$ cat config.mk
export PLATFORM = sky130hd
export DESIGN_NAME = button_press_hold_events
export DESIGN_NICKNAME = d
export VERILOG_FILES = /design/src/design/bphe_pkg.sv /design/src/design/button_press_hold_events.sv /design/src/design/bphe_mod_unit.sv
export VERILOG_INCLUDE_DIRS = /design/src /design/src/design
export SDC_FILE = /design/constraint.sdc
export NUM_CORES = 1
export LEC_CHECK = 0
export BUFFER_PORTS_ARGS = -buffer_cell sky130_fd_sc_hd__buf_2
export CAP_MARGIN = 20
export CORE_UTILIZATION = 59
export CTS_CLUSTER_SIZE = 8
export DETAILED_ROUTE_END_ITERATION = 12
export GPL_ROUTABILITY_DRIVEN = 0
export HOLD_SLACK_MARGIN = 0.06
export PLACE_DENSITY = 0.82
export SLEW_MARGIN = 20
export SYNTH_ARGS = -nofsm -noshare
export SYNTH_HDL_FRONTEND = slang
export SYNTH_HIERARCHICAL = 1
export SYNTH_SLANG_ARGS = --single-unit
$ cat constraint.sdc
create_clock -name i_clk -period 6.55 [get_ports i_clk]
set_input_delay 0 -clock i_clk [delete_from_list [all_inputs] [get_ports i_clk]]
set_output_delay 0 -clock i_clk [all_outputs]
set_load 0.005 [all_outputs]
$ cat src/design/button_press_hold_events_assert.svh
// ----------------------------------------------------------------------------
// Button press/hold event detector: assertion macros
// Shared property shapes for the concurrent checks in the RTL.
// ----------------------------------------------------------------------------
`ifndef BUTTON_PRESS_HOLD_EVENTS_ASSERT_SVH
`define BUTTON_PRESS_HOLD_EVENTS_ASSERT_SVH

// Check a consequent in the same cycle as its antecedent
`define BPHE_ASSERT_SAME(label, clk, rst_n, ante, cons, msg) \
    label: assert property (@(posedge clk) disable iff (!rst_n) (ante) |-> (cons)) \
        else $error(msg);

// Check a consequent in the cycle after its antecedent
`define BPHE_ASSERT_NEXT(label, clk, rst_n, ante, cons, msg) \
    label: assert property (@(posedge clk) disable iff (!rst_n) (ante) |=> (cons)) \
        else $error(msg);

`endif

$ cat src/design/bphe_pkg.sv
// ----------------------------------------------------------------------------
// Button press/hold event detector package
// Widths, register map, sequencer states and the divider status bundle.
// ----------------------------------------------------------------------------
package bphe_pkg;

    localparam int NUM_BUTTONS = 4;
    localparam int MASK_W      = 4;
    localparam int CNT_W       = 16;
    localparam int SLICE_W     = 16;
    localparam int REG_W       = 64;
    localparam int ADDR_W      = 6;
    localparam int IDX_LSB     = 3;
    localparam int IDX_W       = ADDR_W - IDX_LSB;
    localparam int BTN_W       = (NUM_BUTTONS > 1) ? $clog2(NUM_BUTTONS) : 1;
    localparam int STEP_W      = $clog2(CNT_W);

    typedef enum logic [IDX_W-1:0] {
        REG_ACTIVE_LOW = 3'd0,
        REG_CLICK_EN   = 3'd1,
        REG_RELEASE_EN = 3'd2,
        REG_HOLD_EN    = 3'd3,
        REG_HOLD_THR   = 3'd4,
        REG_HOLD_PER   = 3'd5
    } t_reg_idx;

    typedef enum logic [1:0] {
        S_IDLE,
        S_EVAL,
        S_MOD,
        S_DONE
    } t_state;

    typedef struct packed {
        logic busy;
        logic done;
        logic rem_zero;
    } t_mod_status;

endpackage

$ cat src/design/button_press_hold_events.sv
// ----------------------------------------------------------------------------
// Button press/hold/release event detector
// One tick in, one set of click/hold/release masks out, per button state
// kept in 16-bit press counters.
// ----------------------------------------------------------------------------
// Usage:
//   Input channel (i_valid/o_ready, i_raw_levels) carries one timer tick with
//   the raw pin level of each button. Output channel (o_valid/i_ready) returns
//   one transfer of click, hold and release masks for every tick.
//   The APB port sets polarity, event enables and the per button hold
//   threshold and repeat period (64-bit registers at byte address 8*index).
//   Buttons are handled one after another. A button that needs the hold
//   multiple test runs the shared serial remainder unit; any other button
//   is settled in the evaluate state alone. No new tick is taken until
//   the result is registered; the block is idle and ready again on the
//   same edge that loads the output register.
//   The result sits in an output register, so a new tick may be taken while
//   the receiver stalls; the block only waits at the end of the next tick if
//   the earlier result has still not been taken.
//   Reset clears the configuration registers, the press counters and both
//   channels.
// ----------------------------------------------------------------------------
`include "button_press_hold_events_assert.svh"

module button_press_hold_events (
    input  logic                          i_clk,
    input  logic                          i_rst_n,
    // tick input
    input  logic                          i_valid,
    output logic                          o_ready,
    input  logic [bphe_pkg::MASK_W-1:0]   i_raw_levels,
    // event output
    output logic                          o_valid,
    input  logic                          i_ready,
    output logic [bphe_pkg::MASK_W-1:0]   o_click_mask,
    output logic [bphe_pkg::MASK_W-1:0]   o_hold_mask,
    output logic [bphe_pkg::MASK_W-1:0]   o_release_mask,
    // configuration
    input  logic                          psel,
    input  logic                          penable,
    input  logic                          pwrite,
    input  logic [bphe_pkg::ADDR_W-1:0]   paddr,
    input  logic [bphe_pkg::REG_W-1:0]    pwdata,
    output logic [bphe_pkg::REG_W-1:0]    prdata,
    output logic                          pready
);

    bphe_pkg::t_state             r_state, n_state;
    bphe_pkg::t_reg_idx           reg_idx;
    bphe_pkg::t_mod_status        mod_status;

    logic [bphe_pkg::MASK_W-1:0]  r_active_low, r_click_en, r_release_en, r_hold_en;
    logic [bphe_pkg::REG_W-1:0]   r_hold_thr, r_hold_per;
    logic [bphe_pkg::CNT_W-1:0]   r_ticks [bphe_pkg::NUM_BUTTONS];

    logic [bphe_pkg::MASK_W-1:0]  r_levels;
    logic [bphe_pkg::BTN_W-1:0]   r_btn;
    logic [bphe_pkg::MASK_W-1:0]  r_click_acc, r_hold_acc, r_release_acc;
    logic                         r_out_valid;
    logic [bphe_pkg::MASK_W-1:0]  r_click_out, r_hold_out, r_release_out;

    logic                         cfg_wr;
    logic                         in_xfer, out_load;
    logic                         mod_start, btn_advance, last_btn;
    logic                         pressed;
    logic [bphe_pkg::CNT_W-1:0]   cur_count, n_count;
    logic [bphe_pkg::SLICE_W-1:0] thr, per, per_mag;
    logic                         above, need_mod;
    logic                         click_hit, hold_hit, release_hit;
    logic [bphe_pkg::MASK_W-1:0]  btn_bit;

    // Register write and read decode
    assign pready  = 1'b1;
    assign cfg_wr  = psel & penable & pwrite & pready;
    assign reg_idx = bphe_pkg::t_reg_idx'(paddr[bphe_pkg::ADDR_W-1:bphe_pkg::IDX_LSB]);

    always_ff @(posedge i_clk) begin
        if (!i_rst_n) begin
            r_active_low <= '0;
            r_click_en   <= '0;
            r_release_en <= '0;
            r_hold_en    <= '0;
            r_hold_thr   <= '0;
            r_hold_per   <= '0;
        end else if (cfg_wr) begin
            case (reg_idx)
                bphe_pkg::REG_ACTIVE_LOW: r_active_low <= pwdata[bphe_pkg::MASK_W-1:0];
                bphe_pkg::REG_CLICK_EN:   r_click_en   <= pwdata[bphe_pkg::MASK_W-1:0];
                bphe_pkg::REG_RELEASE_EN: r_release_en <= pwdata[bphe_pkg::MASK_W-1:0];
                bphe_pkg::REG_HOLD_EN:    r_hold_en    <= pwdata[bphe_pkg::MASK_W-1:0];
                bphe_pkg::REG_HOLD_THR:   r_hold_thr   <= pwdata;
                bphe_pkg::REG_HOLD_PER:   r_hold_per   <= pwdata;
                default: ;
            endcase
        end
    end

    always_comb begin
        case (reg_idx)
            bphe_pkg::REG_ACTIVE_LOW: prdata = bphe_pkg::REG_W'(r_active_low);
            bphe_pkg::REG_CLICK_EN:   prdata = bphe_pkg::REG_W'(r_click_en);
            bphe_pkg::REG_RELEASE_EN: prdata = bphe_pkg::REG_W'(r_release_en);
            bphe_pkg::REG_HOLD_EN:    prdata = bphe_pkg::REG_W'(r_hold_en);
            bphe_pkg::REG_HOLD_THR:   prdata = r_hold_thr;
            bphe_pkg::REG_HOLD_PER:   prdata = r_hold_per;
            default:                  prdata = '0;
        endcase
    end

    // Current button view
    assign pressed   = r_levels[r_btn] ^ r_active_low[r_btn];
    assign cur_count = r_ticks[r_btn];
    assign thr       = r_hold_thr[bphe_pkg::SLICE_W*r_btn +: bphe_pkg::SLICE_W];
    assign per       = r_hold_per[bphe_pkg::SLICE_W*r_btn +: bphe_pkg::SLICE_W];
    // negative period slice counts by its magnitude, negative threshold is always passed
    assign per_mag   = per[bphe_pkg::SLICE_W-1] ? (~per + 1'b1) : per;
    assign above     = thr[bphe_pkg::SLICE_W-1] | (cur_count > thr);
    assign need_mod  = pressed & r_hold_en[r_btn] & (per != '0) & above;

    assign click_hit   = pressed & (cur_count == '0) & r_click_en[r_btn];
    assign release_hit = ~pressed & (cur_count != '0) & r_release_en[r_btn];
    assign hold_hit    = need_mod & mod_status.rem_zero;
    assign n_count     = pressed ? cur_count + 1'b1 : '0;
    assign btn_bit     = bphe_pkg::MASK_W'(1) << r_btn;
    assign last_btn    = (r_btn == bphe_pkg::BTN_W'(bphe_pkg::NUM_BUTTONS - 1));

    // Shared remainder unit for the hold multiple test
    bphe_mod_unit u_mod (
        .i_clk      (i_clk),
        .i_rst_n    (i_rst_n),
        .i_start    (mod_start),
        .i_dividend (cur_count),
        .i_divisor  (per_mag),
        .o_status   (mod_status)
    );

    // Sequencer: next state and strobes
    always_comb begin
        n_state     = r_state;
        mod_start   = 1'b0;
        btn_advance = 1'b0;
        out_load    = 1'b0;
        case (r_state)
            bphe_pkg::S_IDLE: begin
                if (i_valid) begin
                    n_state = bphe_pkg::S_EVAL;
                end
            end
            bphe_pkg::S_EVAL: begin
                if (need_mod) begin
                    mod_start = 1'b1;
                    n_state   = bphe_pkg::S_MOD;
                end else begin
                    btn_advance = 1'b1;
                    n_state     = last_btn ? bphe_pkg::S_DONE : bphe_pkg::S_EVAL;
                end
            end
            bphe_pkg::S_MOD: begin
                if (mod_status.done) begin
                    btn_advance = 1'b1;
                    n_state     = last_btn ? bphe_pkg::S_DONE : bphe_pkg::S_EVAL;
                end
            end
            bphe_pkg::S_DONE: begin
                if (!r_out_valid || i_ready) begin
                    out_load = 1'b1;
                    n_state  = bphe_pkg::S_IDLE;
                end
            end
            default: n_state = bphe_pkg::S_IDLE;
        endcase
    end

    assign o_ready = (r_state == bphe_pkg::S_IDLE);
    assign in_xfer = i_valid & o_ready;

    always_ff @(posedge i_clk) begin
        if (!i_rst_n) begin
            r_state <= bphe_pkg::S_IDLE;
        end else begin
            r_state <= n_state;
        end
    end

    // Walk the buttons and update press counters
    always_ff @(posedge i_clk) begin
        if (!i_rst_n) begin
            r_btn <= '0;
            for (int b = 0; b < bphe_pkg::NUM_BUTTONS; b++) begin
                r_ticks[b] <= '0;
            end
        end else if (in_xfer) begin
            r_btn <= '0;
        end else if (btn_advance) begin
            r_ticks[r_btn] <= n_count;
            r_btn          <= last_btn ? '0 : r_btn + 1'b1;
        end
    end

    // Latch the tick and gather event bits
    always_ff @(posedge i_clk) begin
        if (in_xfer) begin
            r_levels      <= i_raw_levels;
            r_click_acc   <= '0;
            r_hold_acc    <= '0;
            r_release_acc <= '0;
        end else if (btn_advance) begin
            r_click_acc   <= r_click_acc   | (click_hit   ? btn_bit : '0);
            r_hold_acc    <= r_hold_acc    | (hold_hit    ? btn_bit : '0);
            r_release_acc <= r_release_acc | (release_hit ? btn_bit : '0);
        end
    end

    // Output register: hold the result until transferred
    always_ff @(posedge i_clk) begin
        if (!i_rst_n) begin
            r_out_valid <= 1'b0;
        end else if (out_load) begin
            r_out_valid <= 1'b1;
        end else if (i_ready) begin
            r_out_valid <= 1'b0;
        end
    end

    always_ff @(posedge i_clk) begin
        if (out_load) begin
            r_click_out   <= r_click_acc;
            r_hold_out    <= r_hold_acc;
            r_release_out <= r_release_acc;
        end
    end

    assign o_valid        = r_out_valid;
    assign o_click_mask   = r_click_out;
    assign o_hold_mask    = r_hold_out;
    assign o_release_mask = r_release_out;

    // Checks
    `BPHE_ASSERT_SAME(a_mod_done_in_mod, i_clk, i_rst_n, mod_status.done, r_state == bphe_pkg::S_MOD, "divider finished outside its wait state")
    `BPHE_ASSERT_SAME(a_idle_unit_quiet, i_clk, i_rst_n, o_ready, !mod_status.busy && r_btn == '0, "sequencer idle with work in flight")
    `BPHE_ASSERT_NEXT(a_accept_starts, i_clk, i_rst_n, in_xfer, r_state == bphe_pkg::S_EVAL && r_btn == '0, "tick transfer did not start the walk")
    `BPHE_ASSERT_SAME(a_click_release_excl, i_clk, i_rst_n, o_valid, (o_click_mask & o_release_mask) == '0, "click and release on one button in one tick")

endmodule

$ cat src/design/bphe_mod_unit.sv
// ----------------------------------------------------------------------------
// Serial remainder unit
// Restoring division, one quotient bit per cycle; reports whether the
// remainder of dividend by divisor is zero.
// ----------------------------------------------------------------------------
module bphe_mod_unit (
    input  logic                       i_clk,
    input  logic                       i_rst_n,
    input  logic                       i_start,
    input  logic [bphe_pkg::CNT_W-1:0] i_dividend,
    input  logic [bphe_pkg::CNT_W-1:0] i_divisor,
    output bphe_pkg::t_mod_status      o_status
);

    logic                        r_busy, n_busy;
    logic                        r_done, n_done;
    logic [bphe_pkg::STEP_W-1:0] r_step, n_step;
    logic [bphe_pkg::CNT_W-1:0]  r_rem, n_rem;
    logic [bphe_pkg::CNT_W-1:0]  r_shift, n_shift;
    logic [bphe_pkg::CNT_W-1:0]  r_divisor, n_divisor;
    logic [bphe_pkg::CNT_W:0]    trial;
    logic [bphe_pkg::CNT_W:0]    diff;
    logic                        fits;

    // Trial subtract of the next partial remainder
    assign trial = {r_rem, r_shift[bphe_pkg::CNT_W-1]};
    assign diff  = trial - {1'b0, r_divisor};
    assign fits  = trial >= {1'b0, r_divisor};

    // Load on start, then one step per cycle
    always_comb begin
        n_busy    = r_busy;
        n_done    = 1'b0;
        n_step    = r_step;
        n_rem     = r_rem;
        n_shift   = r_shift;
        n_divisor = r_divisor;
        if (i_start) begin
            n_busy    = 1'b1;
            n_step    = '0;
            n_rem     = '0;
            n_shift   = i_dividend;
            n_divisor = i_divisor;
        end else if (r_busy) begin
            n_rem   = fits ? diff[bphe_pkg::CNT_W-1:0] : trial[bphe_pkg::CNT_W-1:0];
            n_shift = {r_shift[bphe_pkg::CNT_W-2:0], 1'b0};
            n_step  = r_step + 1'b1;
            if (r_step == bphe_pkg::STEP_W'(bphe_pkg::CNT_W - 1)) begin
                n_busy = 1'b0;
                n_done = 1'b1;
            end
        end
    end

    // Hold control state
    always_ff @(posedge i_clk) begin
        if (!i_rst_n) begin
            r_busy <= 1'b0;
            r_done <= 1'b0;
            r_step <= '0;
        end else begin
            r_busy <= n_busy;
            r_done <= n_done;
            r_step <= n_step;
        end
    end

    // Advance the datapath
    always_ff @(posedge i_clk) begin
        r_rem     <= n_rem;
        r_shift   <= n_shift;
        r_divisor <= n_divisor;
    end

    assign o_status.busy     = r_busy;
    assign o_status.done     = r_done;
    assign o_status.rem_zero = (r_rem == '0);

endmodule
==> impl_results.md, run 1 <==
- Outcome: finished, final reports clean
- Clock Latency Late Sink: 0.55 ns
- Int Pwr: roughly 3.3 mW
- Logic pwr share: 0.081
- Max-slew violation count: 0
- Hold Path Class: in -> reg
- TritonCTS clock tree: yes
- Worst-Margin Slew: ~1.1 ns
- DRT antenna net count: 0
- Post-DP HPWL: 25.6 mm
- Critical path startpoint category: flop
- Setup bufs post-CTS: 0
- Critical path fanouts, max: 30
- YS warnings: 6
- Seq pwr share: 0.455
- Power after layout: 4.38 mW
- Max-cap violation count: 0
- Wire length per cell: 20.8 um
- Critical path class: reg -> reg
- Vias/cell: roughly 6.3
- Crit path max-delay family: simple AND/OR/NAND/NOR gates
- Vias in the first global route: approximately 13000
- WL final: 42.2 mm
- PortBufs: 155
- Grt ovf: 0
- Initial drt markers: 1476
- Std-Cell Rows: 57
- CP max stage cell: dfxtp_2
- Number of remaining DRC errors: 0
- First-pass GRT wire length: ~66 mm
- Tcrit/Tclk final: 0.814
- Antenna diode count: 0
- Initial core utilization: 0.604
- Final min period: 5.33 ns
- Final Skew: 0.0167 ns
- Mapped Cells: 1494
- Crit-path max cell delay: 0.95 ns
- Worst slew margin: 0.281
- Layout Nets: roughly 1800
- P_leak: 6.59 nW
- Sw Share: 0.243
- Critical path buffer and inverter count: 2
- Max Clock Freq: 0.187 GHz
- Die Ht: 160 um
- WP data arrival: 5.62 ns
- Total track usage: 0.327
- Die area: 25600 sq um
- Unrepaired setup endpoints after global routing: no
- Max VDD drop: around 0.22 mV
- Final setup fails: 0
- Clock Power Share: 0.464
- Ports: 160
- Clock transition at path regs: around 0.050 ns
- Cts bufs inserted: 43
- Clock Sinks: 297
- Area Growth Syn to Fin: 19.4%
- Vias: 12800
- Critical path required time: just under 7 ns
- Die width: 160 um
- Share of cells above drive strength 1: 0.190
- Largest net degree at the start of global routing: 86
- CP Capture Type: flop
- Cell Area, Synth: 14700 sq um
- Hold Fails Final Rpt: 0
- H-tree Lvls: 2
- Pwr Density: 249 nW/um^2
- Setup_tns: 0 ns
- Post-cts resize count: 0
- Sw power: 1.06 mW
- Core area: 24400 sq um
- CP Cell Sequence: mux4_2, inv_1, ha_1, nand4_1, or3_1, a21oi_1, nor4_1, nor3_1, and2_2, buf_4, mux2_2
- Initial DRT Pass Iterations: 6
- Clock root cell: clkbuf_16
- Initial antenna violation count: 0
- Bufs on Longest Clock Path: 3
- Syn Nets: roughly 1600
- Avg Inst Size Synth: 9.86 sq um
registers in the layout, indices dropped and copies added (netlist names), 2 cells and up, named ones only:
name / flops
r_hold_per: 64
r_ticks: 64
r_release_en: 4
r_btn: 2
u_mod/r_divisor: 16
u_mod/r_step: 4
o_hold_mask: 4
r_state: 2
r_click_acc: 4
r_hold_en: 4
o_release_mask: 4
r_hold_acc: 4
r_release_acc: 4
u_mod/r_shift: 16
r_levels: 4
r_click_en: 4
u_mod/r_rem: 16
r_active_low: 4
o_click_mask: 4
r_hold_thr: 64
routing by layer:
metal,GRT usage,part of all wire,vias up,routed length (um)
li1,-,-,5722,-
met1,0.424,0.38,6070,16100
met2,0.536,0.47,882,19900
met3,0.0652,0.10,168,4410
met4,0.137,0.043,0,1800
met5,0,0,-,0
placed cells by master (no fill, tap or decap), types with 22 or more instances in the layout:
cell type,instances
nand2_1,306
dfxtp_1,183
buf_2,155
a21oi_1,152
nor2_1,124
edfxtp_1,112
dlygate4sd3_1,71
a22o_1,60
mux4_2,54
inv_1,50
ha_1,44
clkbuf_16,43
xnor2_1,23
mux2i_1,22
nand3_1,22
clkbuf_1,22
layout make-up:
cell class              count  area [sq um]
well taps                 324           405
fillers                  1624          6800
repair buffers            239          1580
clock buffers              65          1160
inverters                  52           198
flip-flops and latches    297          7070
multi-input cells        1050          7120
clock inverters             4          57.6
worst register-to-register path, stage by stage, from the launching register on:
cell	delay [ns]
dfxtp_2	0.95
mux4_2	0.70
inv_1	0.09
ha_1	0.14
nand4_1	0.15
or3_1	0.46
a21oi_1	0.19
nor4_1	0.14
nor3_1	0.84
and2_2	0.70
buf_4	0.35
mux2_2	0.35
power by group through the flow:
stage               registers, mW  clock network [mW]  logic [mW]
floorplan                    2.01                   0       0.221
global route                 1.99                2.12       0.383
detailed placement           2.02                   0       0.310
finish                       1.99                2.03       0.355
global placement             2.02                   0       0.300
CTS                          1.99                2.04       0.345
repair_timing:
item	CTS	global route
hold buffers	71	0
endpoints found under the setup margin	0	0
endpoints found under the hold margin	159	0
metrics by stage:
stage | setup slack [ns] | cells | area [sq um] | util | hold slack [ns]
4_1_cts | 1.23 | 2031 | 17600 | 0.721 | 0.0667
3_5_place_dp | 1.29 | 1891 | 15700 | 0.642 | 0.178
3_3_place_gp | 1.36 | 1891 | 15700 | 0.642 | 0.181
2_1_floorplan | 1.31 | 1494 | 14700 | - | 0.0989
6_report | 1.22 | 2031 | 17600 | 0.721 | 0.0815
5_1_grt | 0.921 | 2031 | 17600 | 0.721 | 0.112
worst paths after layout:
| kind | slack [ns] | cells past startpoint | start | end |
|---|---|---|---|---|
| worst min-delay path | 0.08 | 5 | penable | r_click_en[0]$_SDFFE_PN0P_ |
| worst max-delay path | 1.22 | 11 | r_btn[0]$_SDFFE_PP0N_ | u_mod/r_shift[12]$_DFFE_PP_ |
| worst max register to register | 1.22 | 11 | r_btn[0]$_SDFFE_PP0N_ | u_mod/r_shift[12]$_DFFE_PP_ |
| worst min register to register | 0.43 | 0 | r_release_acc[3]$_SDFFE_PP0N_ | o_release_mask[3]$_DFFE_PP_ |
Power figures use the tool's default switching activity.
==> inputs of run 2 (changes only) <==
- clock period: 6.55 -> 5.1 ns (I/O delays scaled with it)
==> run 2 against run 1 <==
  * Combinational power rose by 30%
  * Register-to-register slack got worse by 0.56 ns
  * Clock power rose by 23%
==> impl_results.md, run 2 (same netlist as run 1, synthesis figures left out) <==
- Antenna diode count: 0
- Grt ovf: 0
- Initial antenna violation count: 1
- Area of the multi-input gates: 7090 sq um
- Worst path depth: 15
- Max Clock Freq: 0.225 GHz
- Die area: 25600 sq um
- Setup_tns: 0 ns
- Hold Path Class: in -> reg
- Critical path class: reg -> reg
- Largest net degree at the start of global routing: 85
- # fillers: 1657
- Vias in the first global route: 12500
- Max-cap violation count: 0
- Outcome: finished, final reports clean
- Core area: 24400 sq um
- Wire length per cell: 20.6 um
- Cts bufs inserted: 43
- Layout Nets: 1821
- Most used cell, CP: buf_4
- Post-DP Area: 15700 sq um
- Top Registers: r_hold_per: 64 flops, r_hold_thr: 64 flops, r_ticks: 64 flops
- Share of cells above drive strength 1: 0.194
- Initial core utilization: 0.604
- CP Cell Sequence: buf_4, mux4_2, inv_1, ha_1, nand4_1, or3_1, a21oi_1, nor4_1, nor3_1, buf_4, and2_2, buf_4, or3b_2, o31ai_1, a31o_2
- Power after layout: 5.51 mW
- Reg2reg path depth: 15
- Clock Latency Late Sink: 0.52 ns
- P_leak: approximately 6.6 nW
- CP max stage cell: dfxtp_2
- Worst hold stages: 5
- Max-slew violation count: 0
- Clock transition at path regs: 0.05 ns
- Die Ht: 160 um
- Clock root cell: clkbuf_16
- Max VDD drop: roughly 0.33 mV
- Post-route cell area: 17600 sq um
- Total track usage: 0.325
- Critical path fanouts, max: 22
- Die width: 160 um
- Unrepaired setup endpoints after global routing: no
- Seq. cell area: a little over 7000 sq um
- Critical path required time: about 5.6 ns
- Final setup fails: 0
- Worst setup margin: between 0.6 and 0.7 ns
- H-tree Lvls: 2
- Worst-Margin Slew: approximately 0.9 ns
- Util after Layout: 0.722
- Setup bufs post-CTS: 0
- Std-Cell Rows: 57
- Final Skew: 0.0207 ns
- Ports: 160
- DRT antenna net count: 0
- Bufs on Longest Clock Path: 3
- Vias: 12800
- Worst slew margin: 0.401
- Crit path max-delay family: simple AND/OR/NAND/NOR gates
- Tcrit/Tclk final: 0.871
- Crit-path max cell delay: 0.85 ns
- WP data arrival: 4.89 ns
- CP Capture Type: flop
- PortBufs: roughly 160
- Commonest non-fill, non-tap cell in the layout: nand2_1
- Initial drt markers: 1634
- First-pass GRT wire length: 66.2 mm
- Vias/cell: about 6.3
- WL final: 41.9 mm
- Number of remaining DRC errors: 0
- Setup WS pre-CTS: 0.709 ns
- Post-DP HPWL: 26.0 mm
- Final min period: 4.44 ns
- Pwr Density: 313 nW/um^2
- Hold Fails Final Rpt: 0
- Initial DRT Pass Iterations: 6
- Most frequent cells in the layout: 306 x nand2_1, 183 x dfxtp_1, 155 x buf_2, 152 x a21oi_1, 124 x nor2_1
- Post-cts resize count: 0
- Area Growth Syn to Fin: 19.6%
- Clock Sinks: 297
- TritonCTS clock tree: yes
- Critical path buffer and inverter count: 4
- Critical path startpoint category: flop
## run 2: per-layer routing
| metal | GRT usage | vias up | routed length (um) |
|---|---|---|---|
| li1 | - | 5750 | - |
| met1 | 0.405 | 6062 | 15200 |
| met2 | 0.530 | 849 | 19900 |
| met3 | 0.0782 | 166 | 4870 |
| met4 | 0.165 | 0 | 1960 |
| met5 | 0 | - | 0 |
## run 2: cell type report
class,count,area share
inverters,52,0.0112
repair buffers,251,0.0958
flip-flops and latches,297,0.401
clock inverters,2,0.000923
clock buffers,62,0.0651
well taps,324,0.0230
multi-input cells,1050,0.403
## run 2: tightest hold or removal path: stages
cell and delay [ns]:
buf_2 0.10, nand3_1 0.13, nor3_1 0.15, mux2i_1 0.14, nor2_1 0.07
## run 2: power breakdown
group          leakage [nW]  internal, mW  switching (mW)
clock network         0.557          1.53           0.968
logic                  3.50         0.187           0.274
registers              2.56          2.51          0.0440
## run 2: through the flow
step	hold WS, ns	cells
3_5_place_dp	0.180	1903
2_1_floorplan	0.0989	1494
6_report	0.126	2038
5_1_grt	0.136	2038
4_1_cts	0.107	2038
3_3_place_gp	0.178	1903
## run 2: worst paths after layout
check / to / startpoint / slack (ns)
setup / recovery: u_mod/r_rem[14]$_SDFFE_PP0P_ / r_btn[0]$_SDFFE_PP0N_ / 0.66
setup reg to reg: u_mod/r_rem[14]$_SDFFE_PP0P_ / r_btn[0]$_SDFFE_PP0N_ / 0.66
hold reg to reg: o_release_mask[0]$_DFFE_PP_ / r_release_acc[0]$_SDFFE_PP0N_ / 0.43
hold / removal: r_click_en[3]$_SDFFE_PN0P_ / penable / 0.13
## run 2: repair_timing
item                                   CTS  global route
endpoints found under the hold margin  159             0
setup endpoints to repair                0             0
hold buffers                            71             0
